File: src/polyline_equal_spacing_resampler_assert.svh
// Assertion macros for the polyline resampler
`ifndef POLYLINE_EQUAL_SPACING_RESAMPLER_ASSERT_SVH
`define POLYLINE_EQUAL_SPACING_RESAMPLER_ASSERT_SVH
`ifndef SYNTHESIS
`define PESR_ASSERT(label, clk, rst_n, prop) \
	label: assert property (@(posedge clk) disable iff (!rst_n) prop) else $error("check failed");
`define PESR_ASSERT_NEVER(label, clk, rst_n, cond) \
	label: assert property (@(posedge clk) disable iff (!rst_n) !(cond)) else $error("check failed");
`else
`define PESR_ASSERT(label, clk, rst_n, prop)
`define PESR_ASSERT_NEVER(label, clk, rst_n, cond)
`endif
`endif

File: src/pesr_pkg.sv
// Shared types and constants of the polyline resampler
`timescale 1ns / 1ps
package pesr_pkg;
	localparam int COORD_W      = 24;
	localparam int DIFF_W       = 25;
	localparam int SQ_W         = 50;
	localparam int LEN_W        = 25;
	localparam int CARRY_W      = 25;
	localparam int MIN_SPACING  = 256;
	localparam int HALF_UNIT_SQ = 16384;

	typedef enum logic [4:0] {
		ST_IDLE, ST_FIRST, ST_DX, ST_DY, ST_SQRT, ST_CHECK, ST_MULX, ST_DIVX,
		ST_MULY, ST_DIVY, ST_PUT, ST_SEGEND, ST_END_DX, ST_END_DY, ST_END_CHK,
		ST_RD, ST_OUT
	} state_t;
endpackage

File: src/polyline_equal_spacing_resampler.sv
// Top level of the polyline equal-spacing resampler
//
//  channel  dir  handshake        payload
//  s_*      in   tvalid/tready    tdata {y,x}, tuser first_vertex, tlast final_vertex
//  m_*      out  tvalid/tready    tdata {y,x}, tuser {overflow,path_end}, tlast run_end
//  apb      in   psel/penable     register 0: spacing (24 bit Q16.8)
//
// One vertex request is worked at a time; s_tready stays low until its last sample leaves.
// First vertex: written to the buffer, then delivered. Segment: two serial squares, a serial
// root, a check and a close. Each sample adds two products, two quotients, a write and a
// remeasure of the segment. A final vertex adds the endpoint test.
// Each sample is read from the buffer, then offered; a stalled output holds its payload.
// Reset returns the sequencer to idle and the spacing to one unit.
`timescale 1ns / 1ps
`include "polyline_equal_spacing_resampler_assert.svh"
module polyline_equal_spacing_resampler #(
	parameter int MAX_SAMPLES_PER_SEGMENT = 64
) (
	input  logic        clk,
	input  logic        arst_n,
	input  logic        s_tvalid,
	output logic        s_tready,
	input  logic [47:0] s_tdata,  // [23:0] vertex_x, [47:24] vertex_y
	input  logic [0:0]  s_tuser,  // [0] first_vertex
	input  logic        s_tlast,  // final_vertex
	output logic        m_tvalid,
	input  logic        m_tready,
	output logic [47:0] m_tdata,  // [23:0] sample_x, [47:24] sample_y
	output logic [1:0]  m_tuser,  // [0] path_end, [1] overflow
	output logic        m_tlast,  // run_end
	input  logic        psel,
	input  logic        penable,
	input  logic        pwrite,
	input  logic [2:0]  paddr,
	input  logic [31:0] pwdata,
	output logic [31:0] prdata,
	output logic        pready
);
	localparam int MAX = MAX_SAMPLES_PER_SEGMENT;
	localparam int CW  = $clog2(MAX + 1);
	localparam int AW  = (MAX > 1) ? $clog2(MAX) : 1;
	localparam int CRW = pesr_pkg::COORD_W;
	localparam int DW  = pesr_pkg::DIFF_W;

	pesr_pkg::state_t state_q, state_d;
	logic enter_q;

	// configuration
	logic [23:0] spacing_q;
	logic [23:0] sp;
	assign pready = 1'b1;
	assign prdata = paddr[2] ? 32'd0 : {8'd0, spacing_q};
	assign sp = (spacing_q < 24'(pesr_pkg::MIN_SPACING)) ? 24'(pesr_pkg::MIN_SPACING)
		: spacing_q;

	always_ff @(posedge clk or negedge arst_n) begin
		if (!arst_n)
			spacing_q <= 24'(pesr_pkg::MIN_SPACING);
		else if (psel && penable && pwrite && !paddr[2])
			spacing_q <= pwdata[23:0];
	end

	// datapath state
	logic signed [CRW-1:0] cx_q, cy_q, px_q, py_q, lx_q, ly_q, nx_q, ny_q;
	logic fin_q, open_q, ovf_q;
	logic [pesr_pkg::CARRY_W-1:0] carried_q;
	logic [pesr_pkg::LEN_W-1:0]   seg_q, n_q;
	logic [pesr_pkg::SQ_W-1:0]    sq_q, sum_q, prod_q;
	logic [CW-1:0] cnt_q, rd_q, limit;
	logic accept;

	assign accept = s_tvalid && s_tready;
	assign limit  = fin_q ? CW'(MAX - 1) : CW'(MAX);

	// differences to the working point and to the last sample
	logic signed [DW-1:0] dx, dy, ex, ey;
	logic [DW-1:0] adx, ady, aex, aey;
	assign dx  = DW'(cx_q) - DW'(px_q);
	assign dy  = DW'(cy_q) - DW'(py_q);
	assign ex  = DW'(cx_q) - DW'(lx_q);
	assign ey  = DW'(cy_q) - DW'(ly_q);
	assign adx = dx[DW-1] ? DW'(-dx) : DW'(dx);
	assign ady = dy[DW-1] ? DW'(-dy) : DW'(dy);
	assign aex = ex[DW-1] ? DW'(-ex) : DW'(ex);
	assign aey = ey[DW-1] ? DW'(-ey) : DW'(ey);

	logic [pesr_pkg::CARRY_W:0] reach;
	logic loop_go, end_put;
	assign reach   = {1'b0, carried_q} + {1'b0, seg_q};
	assign loop_go = (seg_q != '0) && (reach >= (pesr_pkg::CARRY_W + 1)'(sp));
	assign end_put = ovf_q || (sum_q > pesr_pkg::SQ_W'(pesr_pkg::HALF_UNIT_SQ));

	// shared serial units
	logic mul_start, sqrt_start, div_start, mul_done, sqrt_done, div_done;
	logic [DW-1:0] mul_a, mul_b;
	logic [pesr_pkg::SQ_W-1:0]  mul_p;
	logic [pesr_pkg::LEN_W-1:0] root, quo;

	pesr_mul u_mul (
		.clk(clk), .arst_n(arst_n), .start(mul_start), .a(mul_a), .b(mul_b),
		.p(mul_p), .done(mul_done)
	);
	pesr_sqrt u_sqrt (
		.clk(clk), .arst_n(arst_n), .start(sqrt_start), .radicand(sum_q),
		.root(root), .done(sqrt_done)
	);
	pesr_div u_div (
		.clk(clk), .arst_n(arst_n), .start(div_start), .num(prod_q), .den(seg_q),
		.quo(quo), .done(div_done)
	);

	// result buffer
	logic [2*CRW-1:0] mem [MAX];
	logic [2*CRW-1:0] rdata_q, wr_data;
	logic wr_en;

	always_ff @(posedge clk) begin
		if (wr_en)
			mem[cnt_q[AW-1:0]] <= wr_data;
		rdata_q <= mem[rd_q[AW-1:0]];
	end

	// next state
	always_comb begin
		state_d = state_q;
		case (state_q)
			pesr_pkg::ST_IDLE:
				if (accept)
					state_d = (s_tuser[0] || !open_q) ? pesr_pkg::ST_FIRST : pesr_pkg::ST_DX;
			pesr_pkg::ST_FIRST:   state_d = pesr_pkg::ST_RD;
			pesr_pkg::ST_DX:      if (mul_done) state_d = pesr_pkg::ST_DY;
			pesr_pkg::ST_DY:      if (mul_done) state_d = pesr_pkg::ST_SQRT;
			pesr_pkg::ST_SQRT:    if (sqrt_done) state_d = pesr_pkg::ST_CHECK;
			pesr_pkg::ST_CHECK:
				state_d = (loop_go && cnt_q < limit) ? pesr_pkg::ST_MULX : pesr_pkg::ST_SEGEND;
			pesr_pkg::ST_MULX:    if (mul_done) state_d = pesr_pkg::ST_DIVX;
			pesr_pkg::ST_DIVX:    if (div_done) state_d = pesr_pkg::ST_MULY;
			pesr_pkg::ST_MULY:    if (mul_done) state_d = pesr_pkg::ST_DIVY;
			pesr_pkg::ST_DIVY:    if (div_done) state_d = pesr_pkg::ST_PUT;
			pesr_pkg::ST_PUT:     state_d = pesr_pkg::ST_DX;
			pesr_pkg::ST_SEGEND:
				if (fin_q)
					state_d = pesr_pkg::ST_END_DX;
				else
					state_d = (cnt_q == '0) ? pesr_pkg::ST_IDLE : pesr_pkg::ST_RD;
			pesr_pkg::ST_END_DX:  if (mul_done) state_d = pesr_pkg::ST_END_DY;
			pesr_pkg::ST_END_DY:  if (mul_done) state_d = pesr_pkg::ST_END_CHK;
			pesr_pkg::ST_END_CHK:
				state_d = (cnt_q == '0 && !end_put) ? pesr_pkg::ST_IDLE : pesr_pkg::ST_RD;
			pesr_pkg::ST_RD:      state_d = pesr_pkg::ST_OUT;
			pesr_pkg::ST_OUT:
				if (m_tready)
					state_d = (rd_q == cnt_q - CW'(1)) ? pesr_pkg::ST_IDLE : pesr_pkg::ST_RD;
			default:              state_d = pesr_pkg::ST_IDLE;
		endcase
	end

	// outputs of the sequencer
	always_comb begin
		s_tready   = 1'b0;
		m_tvalid   = 1'b0;
		mul_start  = 1'b0;
		sqrt_start = 1'b0;
		div_start  = 1'b0;
		mul_a      = adx;
		mul_b      = adx;
		wr_en      = 1'b0;
		wr_data    = {cy_q, cx_q};
		case (state_q)
			pesr_pkg::ST_IDLE:    s_tready = 1'b1;
			pesr_pkg::ST_FIRST:   wr_en = 1'b1;
			pesr_pkg::ST_DX:      mul_start = enter_q;
			pesr_pkg::ST_DY: begin
				mul_start = enter_q;
				mul_a     = ady;
				mul_b     = ady;
			end
			pesr_pkg::ST_SQRT:    sqrt_start = enter_q;
			pesr_pkg::ST_MULX: begin
				mul_start = enter_q;
				mul_b     = n_q;
			end
			pesr_pkg::ST_MULY: begin
				mul_start = enter_q;
				mul_a     = ady;
				mul_b     = n_q;
			end
			pesr_pkg::ST_DIVX,
			pesr_pkg::ST_DIVY:    div_start = enter_q;
			pesr_pkg::ST_PUT: begin
				wr_en   = 1'b1;
				wr_data = {ny_q, nx_q};
			end
			pesr_pkg::ST_END_DX: begin
				mul_start = enter_q;
				mul_a     = aex;
				mul_b     = aex;
			end
			pesr_pkg::ST_END_DY: begin
				mul_start = enter_q;
				mul_a     = aey;
				mul_b     = aey;
			end
			pesr_pkg::ST_END_CHK: wr_en = end_put;
			pesr_pkg::ST_OUT:     m_tvalid = 1'b1;
			default: ;
		endcase
	end

	assign m_tdata = rdata_q;
	assign m_tlast = (rd_q == cnt_q - CW'(1));
	assign m_tuser = {ovf_q, fin_q};

	// control registers
	always_ff @(posedge clk or negedge arst_n) begin
		if (!arst_n) begin
			state_q   <= pesr_pkg::ST_IDLE;
			enter_q   <= 1'b0;
			open_q    <= 1'b0;
			carried_q <= '0;
			px_q      <= '0;
			py_q      <= '0;
			lx_q      <= '0;
			ly_q      <= '0;
			cnt_q     <= '0;
			rd_q      <= '0;
			ovf_q     <= 1'b0;
			fin_q     <= 1'b0;
		end else begin
			state_q <= state_d;
			enter_q <= (state_d != state_q);
			case (state_q)
				pesr_pkg::ST_IDLE:
					if (accept) begin
						fin_q <= s_tlast;
						cnt_q <= '0;
						rd_q  <= '0;
						ovf_q <= 1'b0;
					end
				pesr_pkg::ST_FIRST: begin
					// a new path starts here: emit the vertex as is
					px_q      <= cx_q;
					py_q      <= cy_q;
					lx_q      <= cx_q;
					ly_q      <= cy_q;
					carried_q <= '0;
					open_q    <= !fin_q;
					cnt_q     <= CW'(1);
				end
				pesr_pkg::ST_CHECK:
					if (loop_go && cnt_q >= limit)
						ovf_q <= 1'b1;
				pesr_pkg::ST_PUT: begin
					// restart the walk from the new sample
					px_q      <= nx_q;
					py_q      <= ny_q;
					lx_q      <= nx_q;
					ly_q      <= ny_q;
					carried_q <= '0;
					cnt_q     <= cnt_q + CW'(1);
				end
				pesr_pkg::ST_SEGEND: begin
					carried_q <= ovf_q ? '0 : reach[pesr_pkg::CARRY_W-1:0];
					px_q      <= cx_q;
					py_q      <= cy_q;
					if (fin_q)
						open_q <= 1'b0;
				end
				pesr_pkg::ST_END_CHK:
					if (end_put) begin
						lx_q  <= cx_q;
						ly_q  <= cy_q;
						cnt_q <= cnt_q + CW'(1);
					end
				pesr_pkg::ST_OUT:
					if (m_tready)
						rd_q <= rd_q + CW'(1);
				default: ;
			endcase
		end
	end

	// payload registers
	always_ff @(posedge clk) begin
		if (accept) begin
			cx_q <= s_tdata[23:0];
			cy_q <= s_tdata[47:24];
		end
		if ((state_q == pesr_pkg::ST_DX || state_q == pesr_pkg::ST_END_DX) && mul_done)
			sq_q <= mul_p;
		if ((state_q == pesr_pkg::ST_DY || state_q == pesr_pkg::ST_END_DY) && mul_done)
			sum_q <= sq_q + mul_p;
		if (state_q == pesr_pkg::ST_SQRT && sqrt_done)
			seg_q <= root;
		if (state_q == pesr_pkg::ST_CHECK)
			// clamp the remaining distance at zero when spacing was lowered
			n_q <= ({1'b0, carried_q} >= (pesr_pkg::CARRY_W + 1)'(sp)) ? '0
				: pesr_pkg::LEN_W'({1'b0, sp} - {1'b0, carried_q[23:0]});
		if ((state_q == pesr_pkg::ST_MULX || state_q == pesr_pkg::ST_MULY) && mul_done)
			// add half the length to round to nearest
			prod_q <= mul_p + pesr_pkg::SQ_W'(seg_q >> 1);
		if (state_q == pesr_pkg::ST_DIVX && div_done)
			nx_q <= dx[DW-1] ? CRW'(px_q - CRW'(quo)) : CRW'(px_q + CRW'(quo));
		if (state_q == pesr_pkg::ST_DIVY && div_done)
			ny_q <= dy[DW-1] ? CRW'(py_q - CRW'(quo)) : CRW'(py_q + CRW'(quo));
	end

	`PESR_ASSERT(a_idle_no_out, clk, arst_n, s_tready |-> !m_tvalid)
	`PESR_ASSERT_NEVER(a_cnt_range, clk, arst_n, cnt_q > CW'(MAX))
	`PESR_ASSERT(a_last_to_idle, clk, arst_n, (m_tvalid && m_tready && m_tlast) |=> s_tready)
	`PESR_ASSERT(a_n_on_seg, clk, arst_n, (state_q == pesr_pkg::ST_MULX) |-> (n_q <= seg_q))
endmodule

File: src/pesr_mul.sv
// Bit-serial shift-add multiplier, 25 x 25 unsigned
`timescale 1ns / 1ps
module pesr_mul (
	input  logic                           clk,
	input  logic                           arst_n,
	input  logic                           start,
	input  logic [pesr_pkg::DIFF_W-1:0]    a,
	input  logic [pesr_pkg::DIFF_W-1:0]    b,
	output logic [pesr_pkg::SQ_W-1:0]      p,
	output logic                           done
);
	logic [pesr_pkg::SQ_W-1:0]   acc_q, mc_q;
	logic [pesr_pkg::DIFF_W-1:0] mp_q;
	logic [4:0]                  cnt_q;
	logic                        busy_q, done_q;

	always_ff @(posedge clk or negedge arst_n) begin
		if (!arst_n) begin
			busy_q <= 1'b0;
			done_q <= 1'b0;
			cnt_q  <= '0;
		end else begin
			done_q <= 1'b0;
			if (start) begin
				busy_q <= 1'b1;
				cnt_q  <= '0;
			end else if (busy_q) begin
				cnt_q <= cnt_q + 5'd1;
				if (cnt_q == 5'(pesr_pkg::DIFF_W - 1)) begin
					busy_q <= 1'b0;
					done_q <= 1'b1;
				end
			end
		end
	end

	always_ff @(posedge clk) begin
		if (start) begin
			acc_q <= '0;
			mc_q  <= {{(pesr_pkg::SQ_W - pesr_pkg::DIFF_W){1'b0}}, a};
			mp_q  <= b;
		end else if (busy_q) begin
			if (mp_q[0])
				acc_q <= acc_q + mc_q;
			mc_q <= {mc_q[pesr_pkg::SQ_W-2:0], 1'b0};
			mp_q <= {1'b0, mp_q[pesr_pkg::DIFF_W-1:1]};
		end
	end

	assign p    = acc_q;
	assign done = done_q;
endmodule

File: src/pesr_sqrt.sv
// Digit-serial integer square root, two radicand bits per cycle
`timescale 1ns / 1ps
module pesr_sqrt (
	input  logic                         clk,
	input  logic                         arst_n,
	input  logic                         start,
	input  logic [pesr_pkg::SQ_W-1:0]    radicand,
	output logic [pesr_pkg::LEN_W-1:0]   root,
	output logic                         done
);
	logic [pesr_pkg::SQ_W-1:0]  rad_q;
	logic [27:0]                rem_q, rem_n, trial;
	logic [pesr_pkg::LEN_W-1:0] root_q;
	logic [4:0]                 cnt_q;
	logic                       busy_q, done_q;

	assign rem_n = {rem_q[25:0], rad_q[pesr_pkg::SQ_W-1:pesr_pkg::SQ_W-2]};
	assign trial = {1'b0, root_q, 2'b01};

	always_ff @(posedge clk or negedge arst_n) begin
		if (!arst_n) begin
			busy_q <= 1'b0;
			done_q <= 1'b0;
			cnt_q  <= '0;
		end else begin
			done_q <= 1'b0;
			if (start) begin
				busy_q <= 1'b1;
				cnt_q  <= '0;
			end else if (busy_q) begin
				cnt_q <= cnt_q + 5'd1;
				if (cnt_q == 5'(pesr_pkg::LEN_W - 1)) begin
					busy_q <= 1'b0;
					done_q <= 1'b1;
				end
			end
		end
	end

	always_ff @(posedge clk) begin
		if (start) begin
			rad_q  <= radicand;
			rem_q  <= '0;
			root_q <= '0;
		end else if (busy_q) begin
			rad_q <= {rad_q[pesr_pkg::SQ_W-3:0], 2'b00};
			if (rem_n >= trial) begin
				rem_q  <= rem_n - trial;
				root_q <= {root_q[pesr_pkg::LEN_W-2:0], 1'b1};
			end else begin
				rem_q  <= rem_n;
				root_q <= {root_q[pesr_pkg::LEN_W-2:0], 1'b0};
			end
		end
	end

	assign root = root_q;
	assign done = done_q;
endmodule

File: src/pesr_div.sv
// Bit-serial restoring divider, 50-bit dividend by 25-bit divisor
`timescale 1ns / 1ps
module pesr_div (
	input  logic                         clk,
	input  logic                         arst_n,
	input  logic                         start,
	input  logic [pesr_pkg::SQ_W-1:0]    num,
	input  logic [pesr_pkg::LEN_W-1:0]   den,
	output logic [pesr_pkg::LEN_W-1:0]   quo,
	output logic                         done
);
	logic [pesr_pkg::SQ_W-1:0]  num_q, q_q;
	logic [pesr_pkg::LEN_W-1:0] den_q;
	logic [pesr_pkg::LEN_W:0]   rem_q, r_n;
	logic [5:0]                 cnt_q;
	logic                       busy_q, done_q;

	assign r_n = {rem_q[pesr_pkg::LEN_W-1:0], num_q[pesr_pkg::SQ_W-1]};

	always_ff @(posedge clk or negedge arst_n) begin
		if (!arst_n) begin
			busy_q <= 1'b0;
			done_q <= 1'b0;
			cnt_q  <= '0;
		end else begin
			done_q <= 1'b0;
			if (start) begin
				busy_q <= 1'b1;
				cnt_q  <= '0;
			end else if (busy_q) begin
				cnt_q <= cnt_q + 6'd1;
				if (cnt_q == 6'(pesr_pkg::SQ_W - 1)) begin
					busy_q <= 1'b0;
					done_q <= 1'b1;
				end
			end
		end
	end

	always_ff @(posedge clk) begin
		if (start) begin
			num_q <= num;
			den_q <= den;
			rem_q <= '0;
			q_q   <= '0;
		end else if (busy_q) begin
			num_q <= {num_q[pesr_pkg::SQ_W-2:0], 1'b0};
			if (r_n >= {1'b0, den_q}) begin
				rem_q <= r_n - {1'b0, den_q};
				q_q   <= {q_q[pesr_pkg::SQ_W-2:0], 1'b1};
			end else begin
				rem_q <= r_n;
				q_q   <= {q_q[pesr_pkg::SQ_W-2:0], 1'b0};
			end
		end
	end

	assign quo  = q_q[pesr_pkg::LEN_W-1:0];
	assign done = done_q;
endmodule
File: config.mk
export PLATFORM = sky130hd
export DESIGN_NAME = polyline_equal_spacing_resampler
export DESIGN_NICKNAME = d
export VERILOG_FILES = /design/src/pesr_pkg.sv /design/src/polyline_equal_spacing_resampler.sv /design/src/pesr_mul.sv /design/src/pesr_sqrt.sv /design/src/pesr_div.sv
export VERILOG_INCLUDE_DIRS = /design/src /design/src/src
export SDC_FILE = /design/constraint.sdc
export NUM_CORES = 2
export LEC_CHECK = 0
export ABC_CLOCK_PERIOD_IN_PS = 7500
export BUFFER_PORTS_ARGS = -buffer_cell sky130_fd_sc_hd__buf_4
export CAP_MARGIN = 10
export CORE_ASPECT_RATIO = 1.2
export CORE_MARGIN = 1
export CORE_UTILIZATION = 39
export CTS_CLUSTER_DIAMETER = 150
export CTS_CLUSTER_SIZE = 12
export DETAILED_ROUTE_END_ITERATION = 6
export SLEW_MARGIN = 20
export SYNTH_ARGS = -nofsm -noshare
export SYNTH_HDL_FRONTEND = slang
export SYNTH_SLANG_ARGS = --single-unit
File: constraint.sdc
create_clock -name clk -period 7.5 [get_ports clk]
set_input_delay 1.125 -clock clk [delete_from_list [all_inputs] [get_ports clk]]
set_output_delay 1.125 -clock clk [all_outputs]
set_load 0.005 [all_outputs]
# Yosys cells after proc, flatten, opt, wreduce, memory -nomap -nowiden

Memories as Yosys holds them, arrays and structs flattened. A register that Yosys moved wholly into a read port is not among the register bits.
Index checks and enable logic that the tools add are counted.

Flip-flop bits (word level): 836
Latch bits: 0
Memory bits (writable): 3,072
Bits in read-only memories: 0
Bits of input ports: 92
Output and inout port bits: 86
Word-level logic and storage cells: 243
Memories: 1

Memories:

| memory | words | width | read ports | clocked after memory_dff | wr ports | RTL line                                | source |
|---|---|---|---|---|---|---|---|
| mem    | 64    | 48    | 1          | 1                        | 1        | polyline_equal_spacing_resampler.sv:113 | `logic [2*CRW-1:0] mem [MAX];` |

Add/subtract/negate cells: 25
Multiply operators: 0
Div/mod/pow operators: 0
$lt $le $gt $ge: 8
Equality and inequality tests: 26
Shift-type cells: 0
Multiplexer cells: 92
Bitwise gates (word level): 0
Reduce and logical (&&, ||, !) cells: 49

Operator list:

| operator                                                        | count |
|---|---|
| 2-to-1 mux 25 bit                                               | 10 |
| 2-to-1 mux 50 bit                                               | 4 |
| 2-to-1 mux 24 bit                                               | 6 |
| case mux 24 bit (3 select lines)                                | 2 |
| subtractor 24 x 24 -> 25 bit                                    | 5 |
| adder 50 bit                                                    | 2 |
| negator 25 bit                                                  | 4 |
| case mux 25 bit (4 select lines)                                | 1 |
| case mux 24 bit (2 select lines)                                | 2 |
| case mux 5 bit (17 select lines)                                | 1 |
| 2-to-1 mux 5 bit                                                | 15 |
| case mux 25 bit (3 select lines)                                | 1 |
| adder 50 x 24 -> 50 bit                                         | 1 |
| greater-than comparator 50 x 15 -> 1 bit, second input constant | 1 |
| case mux 25 bit (2 select lines)                                | 1 |
| adder 24 bit                                                    | 2 |
| 2-to-1 mux 48 bit                                               | 1 |
| subtractor 24 bit                                               | 2 |
| equality test 5 x 4 -> 1 bit, second input constant             | 8 |
| 2-to-1 mux 1 bit                                                | 30 |
| >= comparator 28 x 27 -> 1 bit                                  | 1 |
| 2-to-1 mux 7 bit                                                | 4 |
| case mux 7 bit (4 select lines)                                 | 1 |
| adder 25 x 25 -> 26 bit                                         | 1 |
| 39 further kinds                                                | 94 |

# Longest topological paths before layout

Depth after elaboration: 8
Depth in mapped cells: 31
Gate-level depth less buffers: 28

# Cells and area by module

A second synthesis with hierarchy kept.

Cell total of the unflattened synthesis: 10,260
Area total of the unflattened synthesis: 173,377.5 sq um

By module, submodules not included:

| module                           | instances | cells each | area an instance (sq um) | seq. area each (sq um) |
|---|---|---|---|---|
| polyline_equal_spacing_resampler | 1         | 8,292      | 152,998.0                | 106,303.2 |
| pesr_mul                         | 1         | 828        | 7,827.5                  | 3,178.0 |
| pesr_div                         | 1         | 573        | 6,630.1                  | 3,453.3 |
| pesr_sqrt                        | 1         | 567        | 5,921.9                  | 2,697.6 |

# Least setup slack after synthesis

Ideal clock, no wire load.

Kind: flip-flop to flip-flop
Start point: reg state_q[4]
End point: mem mem[53][0] (netlist bit) (enable)
Arrival time: 7,104 ps
Setup slack: -195 ps
Stages on the path, launching flop included: 10
Path buffers: 5
Clock period less this slack: 7,695 ps
Path through: dfrtp_1 > clkbuf_1 > nand2b_1 > or3_1 > clkbuf_1 > nand2b_1 > buf_1 > buf_1 > clkbuf_1 > nor4b_1

Cells in the longest elaborated chain, start to end: 5
Elaborated cells on any way between the ends: 7

Ends and longest elaborated chain:

| element                                                                             | RTL line                                | source |
|---|---|---|
| start: declaration                                                                  | polyline_equal_spacing_resampler.sv:45  | `pesr_pkg::state_t state_q, state_d;` |
| start signal: assignment                                                            | polyline_equal_spacing_resampler.sv:217 | `state_q <= pesr_pkg::ST_IDLE;` |
| start signal: assignment                                                            | polyline_equal_spacing_resampler.sv:230 | `state_q <= state_d;` |
| equality test 5 x 4 -> 1 bit / equality test 5 x 1 -> 1 bit (equally long branches) | polyline_equal_spacing_resampler.sv:169 | `case (state_q)` |
| OR reduction 2 bit (no source line)                                                 | n/a                                     |  |
| case mux 1 bit (2 select lines) *                                                   | polyline_equal_spacing_resampler.sv:169 |  |
| 2-to-1 mux 1 bit *                                                                  | polyline_equal_spacing_resampler.sv:118 | `if (wr_en)` |
| 2-to-1 mux 1 bit (not written as such) *                                            | polyline_equal_spacing_resampler.sv:119 | `mem[cnt_q[AW-1:0]] <= wr_data;` |
| end: declaration                                                                    | polyline_equal_spacing_resampler.sv:113 |  |

Every way passes the cells marked *; elsewhere a longest branch is shown, timed or not.

# Final worst setup path

Start point: reg cy_q[0]
End point: reg ny_q[23], data pin

Cells in the longest elaborated chain, start to end: 2

Ends and longest elaborated chain:

| element                      | RTL line                                | source |
|---|---|---|
| start: declaration           | polyline_equal_spacing_resampler.sv:64  | `logic signed [CRW-1:0] cx_q, cy_q, px_q, py_q, lx_q, ly_q, nx_q, ny_q;` |
| start signal: assignment     | polyline_equal_spacing_resampler.sv:287 | `cy_q <= s_tdata[47:24];` |
| subtractor 24 x 24 -> 25 bit | polyline_equal_spacing_resampler.sv:79  | `assign dy = DW'(cy_q) - DW'(py_q);` |
| 2-to-1 mux 24 bit            | polyline_equal_spacing_resampler.sv:305 | `ny_q <= dy[DW-1] ? CRW'(py_q - CRW'(quo)) : CRW'(py_q + CRW'(quo));` |
| end signal: assignment       | polyline_equal_spacing_resampler.sv:305 |  |
| end: declaration             | polyline_equal_spacing_resampler.sv:64  |  |

Every way passes these cells.
A chain may end at the register's enable or synchronous reset.

==> results.yml <==
status:
  outcome: "completed"
synth:
  netlist_instances: 10400
  yosys_warnings: 0
  synth_edf_count: 3543
  synth_area_leaders: "edfxtp_1 (62%), mux4_2 (13%), ha_1 (3.2%)"
  synth_top_area_share_pct: 61.8
  synth_top_cell_by_area: "edfxtp_1"
  synth_area_per_cell_um2: 16.6
  synthArstFlopShare_pct: 4.80
  synth.most_common_cell: "edfxtp_1"
  synth_area_mm2: 0.172
  ys_seq_area_share_pct: 67.2
  ys_seq_elements: 3956
  synthTopCellsByCount: "edfxtp_1 (3,543), mux4_2 (1,008), nand2_1 (694), nor2_1 (542), a21oi_1 (458)"
  yosysUniqueCellTypes: 99
  synth_flop_cell: "edfxtp_1"
clock_network:
  numCtsBuffers: 369
  clock-root-buffer: "clkbuf_16"
  cts_resized: 0
  htreeDepth: 5
  ctsLongestPathBuffers: 4
  ctsHoldBuffers: 0
  cts_tree: "done"
  cts_sinks: 3956
  insertion_delay_ps: 1010
  clk_pin_slew_ps: 70
  cts_setup_buffers: 0
routing:
  vias: 97000
  ant_nets: 0
  drt_drc_violations_left: 0
  routed_wl_mm: 492
  avgViaCountPerCell: 5.82
  drt_iter0_drc: 11300
  wl_per_cell_um: 29.5
  dr.pass1.iters: 7
global_route:
  grt_pass1_vias: 98000
  grt-ovfl-total: 0
  grt_pass1_wl_mm: 703
  grt_usage_pct: 21.8
  grt_max_degree: 120
  antenna_found_initial: 26
final_layout:
  final_util_pct: 43.8
  areaGrowthSynthToFinish_pct: 11.7
  fin_cells: 16700
  drive_above_1_share_pct: 18.9
  fin_area_mm2: 0.192
  fin_nets: 11200
power:
  power_density_mw_per_mm2: 358
  power_leakage_nw: 64.4
  worst_ir_drop_vdd_mv: 0.321
  finalPower_mw: 68.8
critical_path:
  crit_path_frequent_cell: "o21ai_0"
  crit_required_ps: 8240
  cpPeakStageDelay_ps: 620
  cpMaxStageDelayCell: "a2111oi_2"
  cp-end-kind: "flip-flop"
  r2r-start: "cy_q[0]"
  crit_path_start_kind: "flip-flop"
  reg2regPathDepth: 27
  rrSetupSlack_ps: 470
  timing.rr.end: "ny_q[23]"
  path_max_fanout: 5
  worstPathArrival_ps: 7770
  crit_type: "reg2reg"
timing:
  slew_viol_final: 0
  worst_pin_slew_ps: 1210
  max_freq_ghz: 0.142
  finalSetupViolCount: 0
  finalHoldViolCount: 0
  rsz0062_at_grt: "false"
  slew_headroom_pct: 18.0
  clock_skew_ps: 99.9
  min_period_over_period_pct: 93.7
  finalCriticalPeriod_ps: 7030
  setup-tns-final_ps: 0
die:
  dieWidth_um: 608
  initial_core_util_pct: 39.3
  core-area_mm2: 0.438
  dieArea_mm2: 0.444
  io_pins: 178
  die_y_um: 730
  rows: 266
placed_design:
  placed_cell_area_mm2: 0.182
  dp_hpwl_mm: 301
  place.gp.congestion: 0.905
  placedCellCount: 16100
  io_buffers: 158
hold_path:
  hp-class: "in2async"
flow_run:
  max_cap_viol_count: 0
## registers in the layout, indices dropped and copies added, names as in the netlist, 26 cells and up
name	cells
u_mul.p	50
u_mul.mc_q	50
prod_q	50
sum_q	50
u_sqrt.rad_q	50
u_div.num_q	50
mem	3072
m_tdata	48
sq_q	50
u_sqrt.rem_q	26
## worst max path at each step
stage / from / endpoint / slack [ps] / depth (start not counted)
detailed placement: cy_q[0] / ny_q[23] / 480 / 27
global route: cy_q[0] / ny_q[23] / 50 / 27
finish: cy_q[0] / ny_q[23] / 470 / 27
global placement: cx_q[0] / nx_q[22] / 460 / 28
floorplan: state_q[2] / sq_q[0] / 290 / 6
CTS: cy_q[0] / ny_q[23] / 510 / 27
## report_power, final
group | total, mW | switching (mW) | internal, mW
Combinational | 22.6 | 14.3 | 8.35
Clock | 17.4 | 8.14 | 9.26
Sequential | 28.7 | 1.32 | 27.4
Total | 68.8 | 23.7 | 45.0
## per-stage QoR
stage	setup slack, ps	hold slack (ps)
finish	471	248
global route	48.1	242
CTS	512	200
detailed placement	479	467
global placement	457	459
floorplan	287	429
## cell type report
| class | instances | area [um^2] |
|---|---|---|
| fillers | 37800 | 246000 |
| flip-flops and latches | 3956 | 116000 |
| multi-input cells | 5615 | 54000 |
| clock buffers | 564 | 10100 |
| well taps | 5762 | 7210 |
| repair buffers | 390 | 3450 |
| inverters | 354 | 1330 |
| clock inverters | 22 | 350 |
| diodes | 5 | 12.5 |
## layer usage
layer | track usage [%] | wire, um | up-vias
li1 | - | - | 41400
met3 | 3.09 | 36000 | 745
met4 | 7.49 | 18400 | 6
met5 | 0 | 46 | -
met1 | 28.5 | 193000 | 51000
met2 | 37.3 | 244000 | 3806
## cells in the final DEF (no fill, tap or decap), types with 33 or more instances in the layout
cell / instances
dfrtp_1: 180
nand2_1: 690
mux2_2: 73
a21oi_1: 457
or3_1: 39
buf_12: 37
o21a_1: 67
nand3_1: 98
a211oi_1: 58
o21bai_1: 39
nor2b_1: 77
nor3_1: 121
clkbuf_1: 187
edfxtp_1: 3543
inv_1: 352
buf_4: 347
xor2_1: 162
xnor2_1: 296
ha_1: 434
nor4_1: 40
a31oi_1: 37
dfxtp_1: 223
mux2i_1: 116
a22o_1: 33
o21ai_0: 338
and3_1: 47
nor2_4: 60
nand4_1: 48
a21o_1: 177
and2_1: 75
nor2_1: 480
clkbuf_16: 377
mux4_2: 1008
o22ai_1: 38
nand2b_1: 56
## kinds of logic after synthesis
group           count (synthesis)  share of synthesized area [%]
mux                          1197                           14.3
flops                        3956                           67.2
simple gates                 1959                           5.28
other cells                     2                        0.00437
compound gates               1546                           5.73
xor+xnor                      458                           2.33
buf+inv                       818                           1.81
fa+ha+maj                     446                           3.30
## critical path, delay by kind of cell, from the launching register on
family	cells	cell delay, ps
simple gates	2	270
flops	1	390
xor+xnor	1	120
fa+ha+maj	3	880
buf+inv	2	180
compound gates	18	4650
mux	1	330
(Power assumes the default switching activity.)
